--- src/hrbp_pkg.sv ---
// hrbp_pkg: types, codes and keyword constants for the http request byte parser
// no dependencies; imported by hrbp_rsp_if, the parser modules and the checker
`default_nettype none

package hrbp_pkg;

   typedef enum logic [1:0] {
      ST_MORE = 2'd0,
      ST_BAD  = 2'd1,
      ST_DONE = 2'd2
   } status_type;

   typedef enum logic [2:0] {
      ROLE_METHOD  = 3'd0,
      ROLE_BLANK   = 3'd1,
      ROLE_URL     = 3'd2,
      ROLE_VERSION = 3'd3,
      ROLE_HEADER  = 3'd4,
      ROLE_LINEEND = 3'd5,
      ROLE_BODY    = 3'd6
   } role_type;

   typedef enum logic [1:0] {
      MTH_NONE = 2'd0,
      MTH_GET  = 2'd1,
      MTH_POST = 2'd2
   } method_type;

   typedef enum logic [14:0] {
      PH_LEAD       = 15'h0001,
      PH_METHOD     = 15'h0002,
      PH_SEP        = 15'h0004,
      PH_BLANKS1    = 15'h0008,
      PH_URL        = 15'h0010,
      PH_BLANKS2    = 15'h0020,
      PH_VERSION    = 15'h0040,
      PH_VER_REST   = 15'h0080,
      PH_HDR        = 15'h0100,
      PH_HDR_WAIT   = 15'h0200,
      PH_HDR_DIGITS = 15'h0400,
      PH_HDR_END    = 15'h0800,
      PH_BODY       = 15'h1000,
      PH_DONE       = 15'h2000,
      PH_BAD        = 15'h4000
   } phase_type;

   typedef struct packed {
      phase_type  phase;
      logic [3:0] kw_idx;
      method_type method;
      logic       cr_pending;
      logic       line_start;
      logic       header_match;
      status_type status;
   } ctrl_type;

   localparam ctrl_type CTRL_RESET = '{
      phase:        PH_LEAD,
      kw_idx:       4'd0,
      method:       MTH_NONE,
      cr_pending:   1'b0,
      line_start:   1'b1,
      header_match: 1'b0,
      status:       ST_MORE
   };

   localparam logic [7:0] CHAR_CR    = 8'h0d;
   localparam logic [7:0] CHAR_LF    = 8'h0a;
   localparam logic [7:0] CHAR_SLASH = 8'h2f;
   localparam logic [7:0] CHAR_G     = 8'h47;
   localparam logic [7:0] CHAR_P     = 8'h50;
   localparam logic [7:0] CHAR_H     = 8'h48;

   localparam logic [23:0]  KW_GET  = "GET";
   localparam logic [31:0]  KW_POST = "POST";
   localparam logic [31:0]  KW_HTTP = "HTTP";
   localparam logic [119:0] KW_CLEN = "Content-Length:";

   // first character sits in the top byte
   function automatic logic [7:0] get_char(input logic [1:0] pos);
      logic [7:0] c;
      case (pos)
         2'd0:    c = KW_GET[23:16];
         2'd1:    c = KW_GET[15:8];
         2'd2:    c = KW_GET[7:0];
         default: c = 8'h00;
      endcase
      return c;
   endfunction

   function automatic logic [7:0] post_char(input logic [1:0] pos);
      return KW_POST[8 * (3 - int'(pos)) +: 8];
   endfunction

   function automatic logic [7:0] http_char(input logic [1:0] pos);
      return KW_HTTP[8 * (3 - int'(pos)) +: 8];
   endfunction

   function automatic logic [7:0] clen_char(input logic [3:0] pos);
      logic [7:0] c;
      c = 8'h00;
      if (pos != 4'd15) begin
         c = KW_CLEN[8 * (14 - int'(pos)) +: 8];
      end
      return c;
   endfunction

   function automatic logic is_blank(input logic [7:0] b);
      return (b == 8'h20) || ((b >= 8'h09) && (b <= 8'h0c));
   endfunction

   function automatic logic is_digit(input logic [7:0] b);
      return (b >= 8'h30) && (b <= 8'h39);
   endfunction

endpackage

`default_nettype wire

--- src/hrbp_req_if.sv ---
// hrbp_req_if: request byte channel, valid/ready with byte and restart flag
// depends on nothing
`default_nettype none

interface hrbp_req_if;
   logic       valid;
   logic       ready;
   logic [7:0] data_byte;
   logic       restart;

   modport source (output valid, output data_byte, output restart, input ready);
   modport sink   (input valid, input data_byte, input restart, output ready);
endinterface

`default_nettype wire

--- src/hrbp_rsp_if.sv ---
// hrbp_rsp_if: per-byte result channel, valid/ready with status, role and counters
// depends on hrbp_pkg
`default_nettype none

interface hrbp_rsp_if
   import hrbp_pkg::*;
#(
   parameter int LEN_W = 20,
   parameter int CNT_W = 13
);
   logic             valid;
   logic             ready;
   status_type       status;
   role_type         byte_role;
   method_type       method_seen;
   logic [LEN_W-1:0] body_length;
   logic [CNT_W-1:0] consumed_count;

   modport source (output valid, output status, output byte_role, output method_seen,
                   output body_length, output consumed_count, input ready);
   modport sink   (input valid, input status, input byte_role, input method_seen,
                   input body_length, input consumed_count, output ready);
endinterface

`default_nettype wire

--- src/hrbp_step.sv ---
// hrbp_step: next-state and result logic for one request byte
// depends on hrbp_pkg; instantiated by http_request_byte_parser
`default_nettype none

module hrbp_step
   import hrbp_pkg::*;
#(
   parameter int BUF_BYTES = 4096,
   parameter int LEN_W     = 20,
   parameter int CNT_W     = 13
) (
   input  wire logic [7:0]       data_byte,
   input  wire logic             restart,
   input  wire ctrl_type         ctrl_cur,
   input  wire logic [LEN_W-1:0] len_cur,
   input  wire logic [LEN_W-1:0] body_cur,
   input  wire logic [CNT_W-1:0] cnt_cur,
   output ctrl_type              ctrl_nxt,
   output logic [LEN_W-1:0]      len_nxt,
   output logic [LEN_W-1:0]      body_nxt,
   output logic [CNT_W-1:0]      cnt_nxt,
   output role_type              role
);

   ctrl_type         cs;
   logic [LEN_W-1:0] len_s;
   logic [LEN_W-1:0] body_s;
   logic [CNT_W-1:0] cnt_s;
   logic             blank;
   logic             digit;
   logic             count_en;
   logic             hm;
   logic [3:0]       ki;
   logic [LEN_W+3:0] dec_sum;
   logic [LEN_W-1:0] body_inc;

   assign blank    = is_blank(data_byte);
   assign digit    = is_digit(data_byte);
   assign cs       = restart ? CTRL_RESET : ctrl_cur;
   assign len_s    = restart ? '0 : len_cur;
   assign body_s   = restart ? '0 : body_cur;
   assign cnt_s    = restart ? '0 : cnt_cur;
   assign body_inc = body_s + LEN_W'(1);
   assign dec_sum  = ({4'd0, len_s} << 3) + ({4'd0, len_s} << 1)
                   + (LEN_W + 4)'(data_byte[3:0]);

   always_comb begin
      ctrl_nxt = cs;
      len_nxt  = len_s;
      body_nxt = body_s;
      role     = ROLE_METHOD;
      count_en = 1'b0;
      hm       = cs.header_match;
      ki       = cs.kw_idx;

      if ((cs.phase == PH_BAD) || (cs.phase == PH_DONE)) begin
         role = ROLE_METHOD;
      end else if (cs.cr_pending) begin
         role = ROLE_LINEEND;
         if (data_byte == CHAR_LF) begin
            ctrl_nxt.cr_pending = 1'b0;
            ctrl_nxt.line_start = 1'b1;
            if (cs.phase == PH_HDR_END) begin
               if (len_s != '0) begin
                  ctrl_nxt.phase = PH_BODY;
               end else begin
                  ctrl_nxt.phase  = PH_DONE;
                  ctrl_nxt.status = ST_DONE;
               end
            end else begin
               ctrl_nxt.phase = PH_HDR;
            end
         end else begin
            ctrl_nxt.phase  = PH_BAD;
            ctrl_nxt.status = ST_BAD;
         end
      end else begin
         unique case (cs.phase) inside
            PH_LEAD: begin
               if (blank) begin
                  role = ROLE_BLANK;
               end else if (data_byte == CHAR_G) begin
                  ctrl_nxt.kw_idx = 4'd1;
                  ctrl_nxt.phase  = PH_METHOD;
               end else if (data_byte == CHAR_P) begin
                  ctrl_nxt.kw_idx = 4'd9;
                  ctrl_nxt.phase  = PH_METHOD;
               end else begin
                  role            = ROLE_BLANK;
                  ctrl_nxt.phase  = PH_BAD;
                  ctrl_nxt.status = ST_BAD;
               end
            end
            PH_METHOD: begin
               if (cs.kw_idx[3]) begin
                  if (!cs.kw_idx[2] && (data_byte == post_char(cs.kw_idx[1:0]))) begin
                     ctrl_nxt.kw_idx = cs.kw_idx + 4'd1;
                     if (cs.kw_idx[1:0] == 2'd3) begin
                        ctrl_nxt.method = MTH_POST;
                        ctrl_nxt.phase  = PH_SEP;
                     end
                  end else begin
                     ctrl_nxt.phase  = PH_BAD;
                     ctrl_nxt.status = ST_BAD;
                  end
               end else begin
                  if (!cs.kw_idx[2] && (cs.kw_idx[1:0] != 2'd3)
                      && (data_byte == get_char(cs.kw_idx[1:0]))) begin
                     ctrl_nxt.kw_idx = cs.kw_idx + 4'd1;
                     if (cs.kw_idx[1:0] == 2'd2) begin
                        ctrl_nxt.method = MTH_GET;
                        ctrl_nxt.phase  = PH_SEP;
                     end
                  end else begin
                     ctrl_nxt.phase  = PH_BAD;
                     ctrl_nxt.status = ST_BAD;
                  end
               end
            end
            PH_SEP: begin
               role = ROLE_BLANK;
               if (blank) begin
                  ctrl_nxt.phase = PH_BLANKS1;
               end else begin
                  ctrl_nxt.phase  = PH_BAD;
                  ctrl_nxt.status = ST_BAD;
               end
            end
            PH_BLANKS1: begin
               if (blank) begin
                  role = ROLE_BLANK;
               end else if (data_byte == CHAR_SLASH) begin
                  role           = ROLE_URL;
                  ctrl_nxt.phase = PH_URL;
               end else begin
                  role            = ROLE_BLANK;
                  ctrl_nxt.phase  = PH_BAD;
                  ctrl_nxt.status = ST_BAD;
               end
            end
            PH_URL: begin
               if (blank) begin
                  role           = ROLE_BLANK;
                  ctrl_nxt.phase = PH_BLANKS2;
               end else if (data_byte == CHAR_CR) begin
                  role            = ROLE_LINEEND;
                  ctrl_nxt.phase  = PH_BAD;
                  ctrl_nxt.status = ST_BAD;
               end else begin
                  role = ROLE_URL;
               end
            end
            PH_BLANKS2: begin
               if (blank) begin
                  role = ROLE_BLANK;
               end else if (data_byte == CHAR_H) begin
                  role            = ROLE_VERSION;
                  ctrl_nxt.kw_idx = 4'd1;
                  ctrl_nxt.phase  = PH_VERSION;
               end else begin
                  role            = ROLE_BLANK;
                  ctrl_nxt.phase  = PH_BAD;
                  ctrl_nxt.status = ST_BAD;
               end
            end
            PH_VERSION: begin
               role = ROLE_VERSION;
               if ((cs.kw_idx[3:2] == 2'd0) && (data_byte == http_char(cs.kw_idx[1:0]))) begin
                  ctrl_nxt.kw_idx = cs.kw_idx + 4'd1;
                  if (cs.kw_idx == 4'd3) begin
                     ctrl_nxt.phase = PH_VER_REST;
                  end
               end else begin
                  if (data_byte == CHAR_CR) begin
                     role = ROLE_LINEEND;
                  end
                  ctrl_nxt.phase  = PH_BAD;
                  ctrl_nxt.status = ST_BAD;
               end
            end
            PH_VER_REST: begin
               if (data_byte == CHAR_CR) begin
                  role                = ROLE_LINEEND;
                  ctrl_nxt.cr_pending = 1'b1;
                  ctrl_nxt.line_start = 1'b0;
                  ctrl_nxt.phase      = PH_HDR;
               end else begin
                  role = blank ? ROLE_BLANK : ROLE_VERSION;
               end
            end
            PH_HDR, PH_HDR_WAIT, PH_HDR_DIGITS: begin
               if (data_byte == CHAR_CR) begin
                  role                  = ROLE_LINEEND;
                  ctrl_nxt.cr_pending   = 1'b1;
                  ctrl_nxt.phase        = cs.line_start ? PH_HDR_END : PH_HDR;
                  ctrl_nxt.line_start   = 1'b0;
                  ctrl_nxt.header_match = 1'b0;
               end else begin
                  role                = ROLE_HEADER;
                  ctrl_nxt.line_start = 1'b0;
                  if (cs.phase == PH_HDR) begin
                     if (cs.line_start) begin
                        hm = 1'b1;
                        ki = 4'd0;
                     end
                     ctrl_nxt.header_match = hm;
                     ctrl_nxt.kw_idx       = ki;
                     if (hm) begin
                        if ((ki != 4'd15) && (data_byte == clen_char(ki))) begin
                           ctrl_nxt.kw_idx = ki + 4'd1;
                           if (ki == 4'd14) begin
                              ctrl_nxt.header_match = 1'b0;
                              len_nxt               = '0;
                              ctrl_nxt.phase        = PH_HDR_WAIT;
                           end
                        end else begin
                           ctrl_nxt.header_match = 1'b0;
                        end
                     end
                  end else if (cs.phase == PH_HDR_WAIT) begin
                     if (digit) begin
                        len_nxt        = LEN_W'(data_byte[3:0]);
                        ctrl_nxt.phase = PH_HDR_DIGITS;
                     end
                  end else begin
                     if (digit) begin
                        len_nxt = (dec_sum[LEN_W+3:LEN_W] != 4'd0) ? '1 : dec_sum[LEN_W-1:0];
                     end else begin
                        ctrl_nxt.phase = PH_HDR;
                     end
                  end
               end
            end
            PH_BODY: begin
               role     = ROLE_BODY;
               body_nxt = body_inc;
               if (body_inc >= len_s) begin
                  ctrl_nxt.phase  = PH_DONE;
                  ctrl_nxt.status = ST_DONE;
               end
            end
            default: begin
               ctrl_nxt.phase  = PH_BAD;
               ctrl_nxt.status = ST_BAD;
            end
         endcase
         count_en = (ctrl_nxt.phase != PH_BAD);
      end
   end

   assign cnt_nxt = (count_en && (cnt_s < CNT_W'(BUF_BYTES))) ? cnt_s + CNT_W'(1) : cnt_s;

endmodule

`default_nettype wire

--- src/http_request_byte_parser.sv ---
// http_request_byte_parser: top level, input register, parser state and result register
// depends on hrbp_pkg, hrbp_req_if, hrbp_rsp_if and hrbp_step
// path: an accepted request byte goes through the input register, then the result register
// throughput: one byte per cycle while the result beat is not held; the hrbp_step update is combinational
// stalls: a held result beat still lets the input register take one more byte
// reset: synchronous, clears all parser state and both valid flags; restart clears per byte
`default_nettype none

module http_request_byte_parser
   import hrbp_pkg::*;
#(
   parameter int BUF_BYTES = 4096,
   parameter int LEN_BITS  = 20
) (
   input  wire logic   clock,
   input  wire logic   reset,
   hrbp_req_if.sink    req_bus,
   hrbp_rsp_if.source  rsp_bus
);

   localparam int CNT_W = $clog2(BUF_BYTES + 1);

   logic                in_valid_ff;
   logic                in_valid_in;
   logic [7:0]          in_byte_ff;
   logic                in_restart_ff;
   logic                take_in;
   logic                advance;

   ctrl_type            ctrl_ff;
   ctrl_type            ctrl_in;
   logic [LEN_BITS-1:0] len_ff;
   logic [LEN_BITS-1:0] len_in;
   logic [LEN_BITS-1:0] body_ff;
   logic [LEN_BITS-1:0] body_in;
   logic [CNT_W-1:0]    cnt_ff;
   logic [CNT_W-1:0]    cnt_in;
   role_type            role_in;

   logic                out_valid_ff;
   logic                out_valid_in;
   status_type          out_status_ff;
   role_type            out_role_ff;
   method_type          out_method_ff;
   logic [LEN_BITS-1:0] out_len_ff;
   logic [CNT_W-1:0]    out_cnt_ff;

   assign advance      = in_valid_ff && (!out_valid_ff || rsp_bus.ready);
   assign take_in      = req_bus.valid && req_bus.ready;
   assign req_bus.ready = !in_valid_ff || advance;
   assign in_valid_in  = take_in || (in_valid_ff && !advance);
   assign out_valid_in = advance || (out_valid_ff && !rsp_bus.ready);

   hrbp_step #(
      .BUF_BYTES(BUF_BYTES),
      .LEN_W    (LEN_BITS),
      .CNT_W    (CNT_W)
   ) u_step (
      .data_byte(in_byte_ff),
      .restart  (in_restart_ff),
      .ctrl_cur (ctrl_ff),
      .len_cur  (len_ff),
      .body_cur (body_ff),
      .cnt_cur  (cnt_ff),
      .ctrl_nxt (ctrl_in),
      .len_nxt  (len_in),
      .body_nxt (body_in),
      .cnt_nxt  (cnt_in),
      .role     (role_in)
   );

   always_ff @(posedge clock) begin
      if (reset) begin
         in_valid_ff  <= 1'b0;
         out_valid_ff <= 1'b0;
         ctrl_ff      <= CTRL_RESET;
         len_ff       <= '0;
         body_ff      <= '0;
         cnt_ff       <= '0;
      end else begin
         in_valid_ff  <= in_valid_in;
         out_valid_ff <= out_valid_in;
         if (advance) begin
            ctrl_ff <= ctrl_in;
            len_ff  <= len_in;
            body_ff <= body_in;
            cnt_ff  <= cnt_in;
         end
      end
   end

   always_ff @(posedge clock) begin
      if (take_in) begin
         in_byte_ff    <= req_bus.data_byte;
         in_restart_ff <= req_bus.restart;
      end
      if (advance) begin
         out_status_ff <= ctrl_in.status;
         out_role_ff   <= role_in;
         out_method_ff <= ctrl_in.method;
         out_len_ff    <= len_in;
         out_cnt_ff    <= cnt_in;
      end
   end

   assign rsp_bus.valid          = out_valid_ff;
   assign rsp_bus.status         = out_status_ff;
   assign rsp_bus.byte_role      = out_role_ff;
   assign rsp_bus.method_seen    = out_method_ff;
   assign rsp_bus.body_length    = out_len_ff;
   assign rsp_bus.consumed_count = out_cnt_ff;

endmodule

`default_nettype wire

--- src/flat_wrapper.sv ---
// flat-port wrapper written by rule: the top's interface ports become plain ports
module http_request_byte_parser_flat import hrbp_pkg::*;
#(
   parameter int BUF_BYTES = 4096,
   parameter int LEN_BITS  = 20
)
  (clock, reset, req_bus_valid, req_bus_data_byte, req_bus_restart, req_bus_ready, rsp_bus_valid, rsp_bus_status, rsp_bus_byte_role, rsp_bus_method_seen, rsp_bus_body_length, rsp_bus_consumed_count, rsp_bus_ready);
  hrbp_req_if req_bus_i ();
  hrbp_rsp_if rsp_bus_i ();
  input  wire logic clock;
  input  wire logic reset;
  input wire logic [$bits(req_bus_i.valid)-1:0] req_bus_valid;
  input wire logic [$bits(req_bus_i.data_byte)-1:0] req_bus_data_byte;
  input wire logic [$bits(req_bus_i.restart)-1:0] req_bus_restart;
  output wire logic [$bits(req_bus_i.ready)-1:0] req_bus_ready;
  output wire logic [$bits(rsp_bus_i.valid)-1:0] rsp_bus_valid;
  output wire logic [$bits(rsp_bus_i.status)-1:0] rsp_bus_status;
  output wire logic [$bits(rsp_bus_i.byte_role)-1:0] rsp_bus_byte_role;
  output wire logic [$bits(rsp_bus_i.method_seen)-1:0] rsp_bus_method_seen;
  output wire logic [$bits(rsp_bus_i.body_length)-1:0] rsp_bus_body_length;
  output wire logic [$bits(rsp_bus_i.consumed_count)-1:0] rsp_bus_consumed_count;
  input wire logic [$bits(rsp_bus_i.ready)-1:0] rsp_bus_ready;
  assign req_bus_i.valid = req_bus_valid;
  assign req_bus_i.data_byte = req_bus_data_byte;
  assign req_bus_i.restart = req_bus_restart;
  assign req_bus_ready = req_bus_i.ready;
  assign rsp_bus_valid = rsp_bus_i.valid;
  assign rsp_bus_status = rsp_bus_i.status;
  assign rsp_bus_byte_role = rsp_bus_i.byte_role;
  assign rsp_bus_method_seen = rsp_bus_i.method_seen;
  assign rsp_bus_body_length = rsp_bus_i.body_length;
  assign rsp_bus_consumed_count = rsp_bus_i.consumed_count;
  assign rsp_bus_i.ready = rsp_bus_ready;
  http_request_byte_parser #(.BUF_BYTES(BUF_BYTES), .LEN_BITS(LEN_BITS)) u_core (.clock(clock), .reset(reset), .req_bus(req_bus_i), .rsp_bus(rsp_bus_i));
endmodule
--- config.mk ---
export PLATFORM = sky130hd
export DESIGN_NAME = http_request_byte_parser_flat
export DESIGN_NICKNAME = d
export VERILOG_FILES = /design/src/hrbp_pkg.sv /design/src/hrbp_req_if.sv /design/src/hrbp_rsp_if.sv /design/src/hrbp_step.sv /design/src/http_request_byte_parser.sv /design/src/flat_wrapper.sv
export SDC_FILE = /design/constraint.sdc
export NUM_CORES = 1
export LEC_CHECK = 0
export ABC_AREA = 0
export BUFFER_PORTS_ARGS = -buffer_cell sky130_fd_sc_hd__buf_4
export CAP_MARGIN = 20
export CORE_ASPECT_RATIO = 1.2
export CORE_MARGIN = 10
export CORE_UTILIZATION = 57
export DETAILED_ROUTE_END_ITERATION = 8
export GPL_ROUTABILITY_DRIVEN = 0
export GPL_TIMING_DRIVEN = 0
export PLACE_DENSITY_LB_ADDON = 0.12
export RECOVER_POWER = 50
export SYNTH_ARGS = -nofsm -noshare
export SYNTH_HDL_FRONTEND = slang
export SYNTH_SLANG_ARGS = --single-unit
--- constraint.sdc ---
create_clock -name clock -period 6.1 [get_ports clock]
set_clock_uncertainty 0.2 [all_clocks]
set_input_delay 0.61 -clock clock [delete_from_list [all_inputs] [get_ports clock]]
set_output_delay 0.61 -clock clock [all_outputs]
set_load 0.01 [all_outputs]
# After elaboration in Yosys (flattened, before gate mapping)
# Index checks and enable logic that the tools add are counted.
# totals
inputBits	13
out_inout_bits	42
word_cells	243
regBits	130
# op_classes
n_mux	142
n_addsub	8
shifts	3
n_reduce_logical	30
n_eq_ne	34
n_lt_le_gt_ge	6
# op_table
cell	count
$mux 15	25
$mux 20	17
$pmux 15 s10	1
$shiftx 120x8->8 const A	1
$mux 19	5
$mux 8	11
$shiftx 32x6->8 const A	2
$mux 2	30
$mux 26	2
$mux 4	11
$eq 8x8->1	4
$mux 14	2
$pmux 3 s9	1
$mux 13	2
$add 23x21->24	1
$add 24x4->24	1
$eq 8x7->1 const B	3
$mux 3	8
$mux 21	1
$pmux 7 s3	1
$add 20x1->20 const B	1
$ge 20x20->1	1
$pmux 4 s5	1
$reduce_bool 20->1	1
other kinds (46)	90

# Logic depth before layout (Yosys ltp)
# depth
depth_word	30
depth_mapped	26
mapped_depth_nobuf	19

# Modules after synthesis
# A second synthesis with hierarchy kept.
# unflattened
cells_unflattened	1271
area_unflattened_um2	10761.6
# modules_own_cells
module	area_per_inst_um2	instances	cells_each
hrbp_step	5597.9	1	870
http_request_byte_parser	5163.7	1	401

# Least setup slack after synthesis
# OpenSTA, ideal clock, no wires.
# synth_timing
path_kind	flip-flop to flip-flop
start	register u_core.in_restart_ff
end	register u_core.ctrl_ff[0] (netlist bit)
slack_ns	0.177
path_buffers	7
required_ns	5.799
arrival_ns	5.622
setup_time_ns	0.101
path_stages_with_launch	27
period_less_slack_ns	5.923
cell_sequence	edfxtp_1 -> buf_4 -> buf_4 -> buf_4 -> clkbuf_1 -> clkbuf_1 -> clkbuf_1 -> buf_1 -> nor2b_1 -> ha_1 -> nand3_1 -> or4_1 -> nor2_1 -> and4_1 -> nand3_1 -> xor2_1 -> nor2_1 -> ha_1 -> a21o_1 -> a211oi_1 -> nand3_1 -> a211o_1 -> o21ai_0 -> nand2_1 -> a41oi_1 -> nor3_1 -> o41ai_1
# synth_via
elab_chain_cells	14
# synth_lines
element	line	source
from (decl)	http_request_byte_parser.sv:26	logic in_restart_ff;
from (signal assigned)	http_request_byte_parser.sv:95	in_restart_ff <= req_bus.restart;
parallel branches: the longest is 13 deep, another holds $add 20x1->20	-	
$mux 26 *	hrbp_step.sv:56	if ((cs.phase == PH_BAD) || (cs.phase == PH_DONE)) begin
to (signal assigned)	http_request_byte_parser.sv:84	ctrl_ff <= ctrl_in;
to (decl)	http_request_byte_parser.sv:30	ctrl_type ctrl_ff;
# Mark *: on every way between the ends. The select of a mux whose other input is x is not followed.
# A chain may end at the register's enable or synchronous reset.

# Final worst setup path
# Ends and elaborated chain as after synthesis.

==> impl_metrics.yaml <==
global_routing:
  grt_max_degree: 29
  grt_pass1_wl_mm: 55.41
  antenna_found_initial: 0
  grt_pass1_vias: 10426
  grt-ovfl-total: 0
  grtUsageTotal_pct: 28.73
timing:
  worstMarginPinSlew_ps: 1468
  fin_ws_ps: 107.4
  rsz0062_at_grt: "true"
  finalMaxSlewViolations: 0
  fmax_mhz: 166.9
  setup_viol: 0
  slew_headroom_pct: 2.139
  hold_violations: 0
  min_period_ps: 5993
  fin_crit_sh_pct: 98.24
logic_synthesis:
  synth_area_um2: 10540
  async_reset_ff_share_pct: 0
  synth_area_leaders: "dfxtp_1 15%, edfxtp_1 14%, ha_1 8.1%"
  synth_cell_types: 88
  syn_nets: 1438
  syn_avg_cell_area_um2: 7.778
  synth_edf_count: 49
  synth_seq_cells: 130
  netlist_instances: 1355
  synth_warnings: 0
  ys.flop_type: "dfxtp_1"
  synth.largest_area_cell: "dfxtp_1"
  synth_top_area_share_pct: 15.39
  synth-seq-area-share_pct: 29.35
place:
  dp.cells: 1634
  port_buffers: 54
  post-dp-hpwl_mm: 26.27
  preCtsSetupSlack_ps: -1663
  dpl-instance-area_um2: 11250
hold_path:
  hold_path_depth: 1
  hold_path_class: "in2reg"
  min_from: "req_bus_data_byte[5]"
  whs_endpoint: "u_core.in_byte_ff[5]"
clock_network:
  cts_buffers: 17
  cts_num_sinks: 130
  cts_max_path_buffers: 2
  root_buffer: "clkbuf_16"
  ctsHtreeMaxLevel: 4
  clk_transition_reported_paths_ps: 60
  cts_hold_buf: 0
  clock_latency_ps: 440
  cts_tree: "done"
power:
  ir_drop_v: 0.0002139
  p_total_mw: 2.374
  leakagePower_nw: 4.541
  p_per_area_nw_per_um2: 202.3
worst_setup_path:
  required_ps: 6230
  end_kind: "flop"
  cp-startpoint: "u_core.in_restart_ff"
  critical_path_buf_inv_count: 4
  worstSetupPathType: "reg2reg"
  start_kind: "flop"
  max_stage_delay_ps: 590
  slowest_stage: "or4_4"
  regToRegSetupSlack_ps: 110
  path_max_fanout: 28
  timing.rr.start: "u_core.in_restart_ff"
  crit_chain: "buf_4 > buf_4 > buf_4 > clkbuf_8 > nor2b_1 > ha_2 > nand3_1 > or4_4 > nor2_4 > and4_2 > nand3_1 > xor2_1 > nor2_1 > ha_1 > a21o_1 > a211oi_2 > nand3_1 > a211o_1 > o21ai_2 > nand2_2 > a41oi_2 > nor3_1 > o41ai_1"
  reg2reg_to: "u_core.ctrl_ff[0]"
  worstPathArrival_ps: 6130
  cp_top_family: "simple AND/OR/NAND/NOR gates"
  ff2ff_path_depth: 23
cells_and_area:
  syn2layout_area_growth_pct: 11.36
  antenna_cells: 0
  final_cell_mix: "170 x nand2_1, 148 x nor2_1, 97 x clkbuf_1, 96 x o21ai_0, 94 x a21oi_1"
  design_area_um2: 11740
  stdcell_count: 1665
  layout_commonest_cell: "nand2_1"
  layout-drive-gt1-share_pct: 7.772
  fin_nets: 1511
floorplan:
  dieArea_um2: 24350
  coreArea_um2: 18170
  row_count: 54
  ios: 55
  die_w_um: 144.1
  initial_core_util_pct: 57.99
  fp.dieH_um: 169.0
route:
  via_per_inst: 6.781
  route.detailed.drc: 0
  wire_per_inst_um: 21.51
  drtPass1Iterations: 7
  route.vias.total: 11290
  drtIter0Drc: 1698
  wirelength_mm: 35.81
  ant_nets: 0
outcome:
  outcome: "finished, final reports clean"
job:
  drv_cap: 0
[how the worst max path moves through the flow]
stage,end,slack (ps),cells past startpoint
floorplan,u_core.ctrl_ff[0],180,26
global placement,u_core.ctrl_ff[0],-1670,26
detailed placement,u_core.ctrl_ff[0],-1660,26
CTS,u_core.ctrl_ff[0],40,23
global route,u_core.ctrl_ff[0],-30,23
finish,u_core.ctrl_ff[0],110,23
[final cells by class]
| class | count | area [µm²] |
|---|---|---|
| plain buffers | 75 | 332.8 |
| clock buffers | 17 | 425.4 |
| clock inverters | 15 | 195.2 |
| fillers | 1667 | 6439 |
| inverters | 49 | 183.9 |
| multi-input cells | 1098 | 6963 |
| flip-flops and latches | 130 | 3093 |
| well taps | 224 | 280.3 |
| repair buffers | 57 | 262.8 |
[per-layer routing]
metal | track usage [%] | wire [µm]
met1 | 35.31 | 13500
met2 | 44.74 | 16130
met3 | 6.131 | 3760
met4 | 17.83 | 2420
met5 | 0 | 0
[cell usage after synthesis (all sizes together), types with 9 or more instances]
cell    number
nor4        29
or4         13
nand4       15
ha          68
and3        11
a311oi      14
nor2       151
inv         49
xnor2       37
nand2b      17
a22oi       17
nand3b      13
or2          9
nor2b       26
o211ai      22
buf         22
dfxtp       81
a31oi       24
xor2        19
or3         16
nor3        35
o21a        15
nand3       41
clkbuf      56
o21ai      100
edfxtp      49
a21o        16
a21oi       94
nand2      172
[registers in the layout (all words and copies together) (netlist names)]
name,cells
u_core.body_ff,20
u_core.cnt_ff,13
u_core.ctrl_ff,26
u_core.in_byte_ff,8
u_core.in_restart_ff,1
u_core.in_valid_ff,1
u_core.len_ff,20
u_core.rsp_bus.body_length,20
u_core.rsp_bus.byte_role,3
u_core.rsp_bus.consumed_count,13
u_core.rsp_bus.method_seen,2
u_core.rsp_bus.status,2
u_core.rsp_bus.valid,1
[through the flow]
step	setup TNS, ps	hold WS [ps]	util [%]
finish	0	167.3	64.57
global route	-28.15	164.4	64.57
CTS	0	137.0	65.36
detailed placement	-17020	247.2	61.88
global placement	-17060	245.8	61.76
floorplan	0	236.7	-
[report_power, final]
group / switching [mW] / internal (mW) / total (mW)
clock: 0.448 / 0.655 / 1.10
sequential: 0.0197 / 0.929 / 0.949
combinational: 0.224 / 0.0972 / 0.321
[timing repair]
action,in CTS,in global routing
gates cloned,0,0
endpoints found under the setup margin,12,43
gates resized for setup,8,9
pin swaps,0,1
setup buffers,0,2
[cells by family (layout without fill, tap and decap cells)]
logic type | after synthesis | after routing | share of synthesized area, %
DFF | 130 | 130 | 29.35
and+or+nand+nor | 583 | 583 | 28.53
buffers and inverters | 127 | 213 | 4.891
AOI/OAI and AO/OA | 381 | 381 | 23.27
xor gates and xnor gates | 56 | 56 | 4.725
adders and majority gates | 70 | 70 | 8.453
muxes | 8 | 8 | 0.7836
No activity file was read; power rests on OpenSTA's default activity.
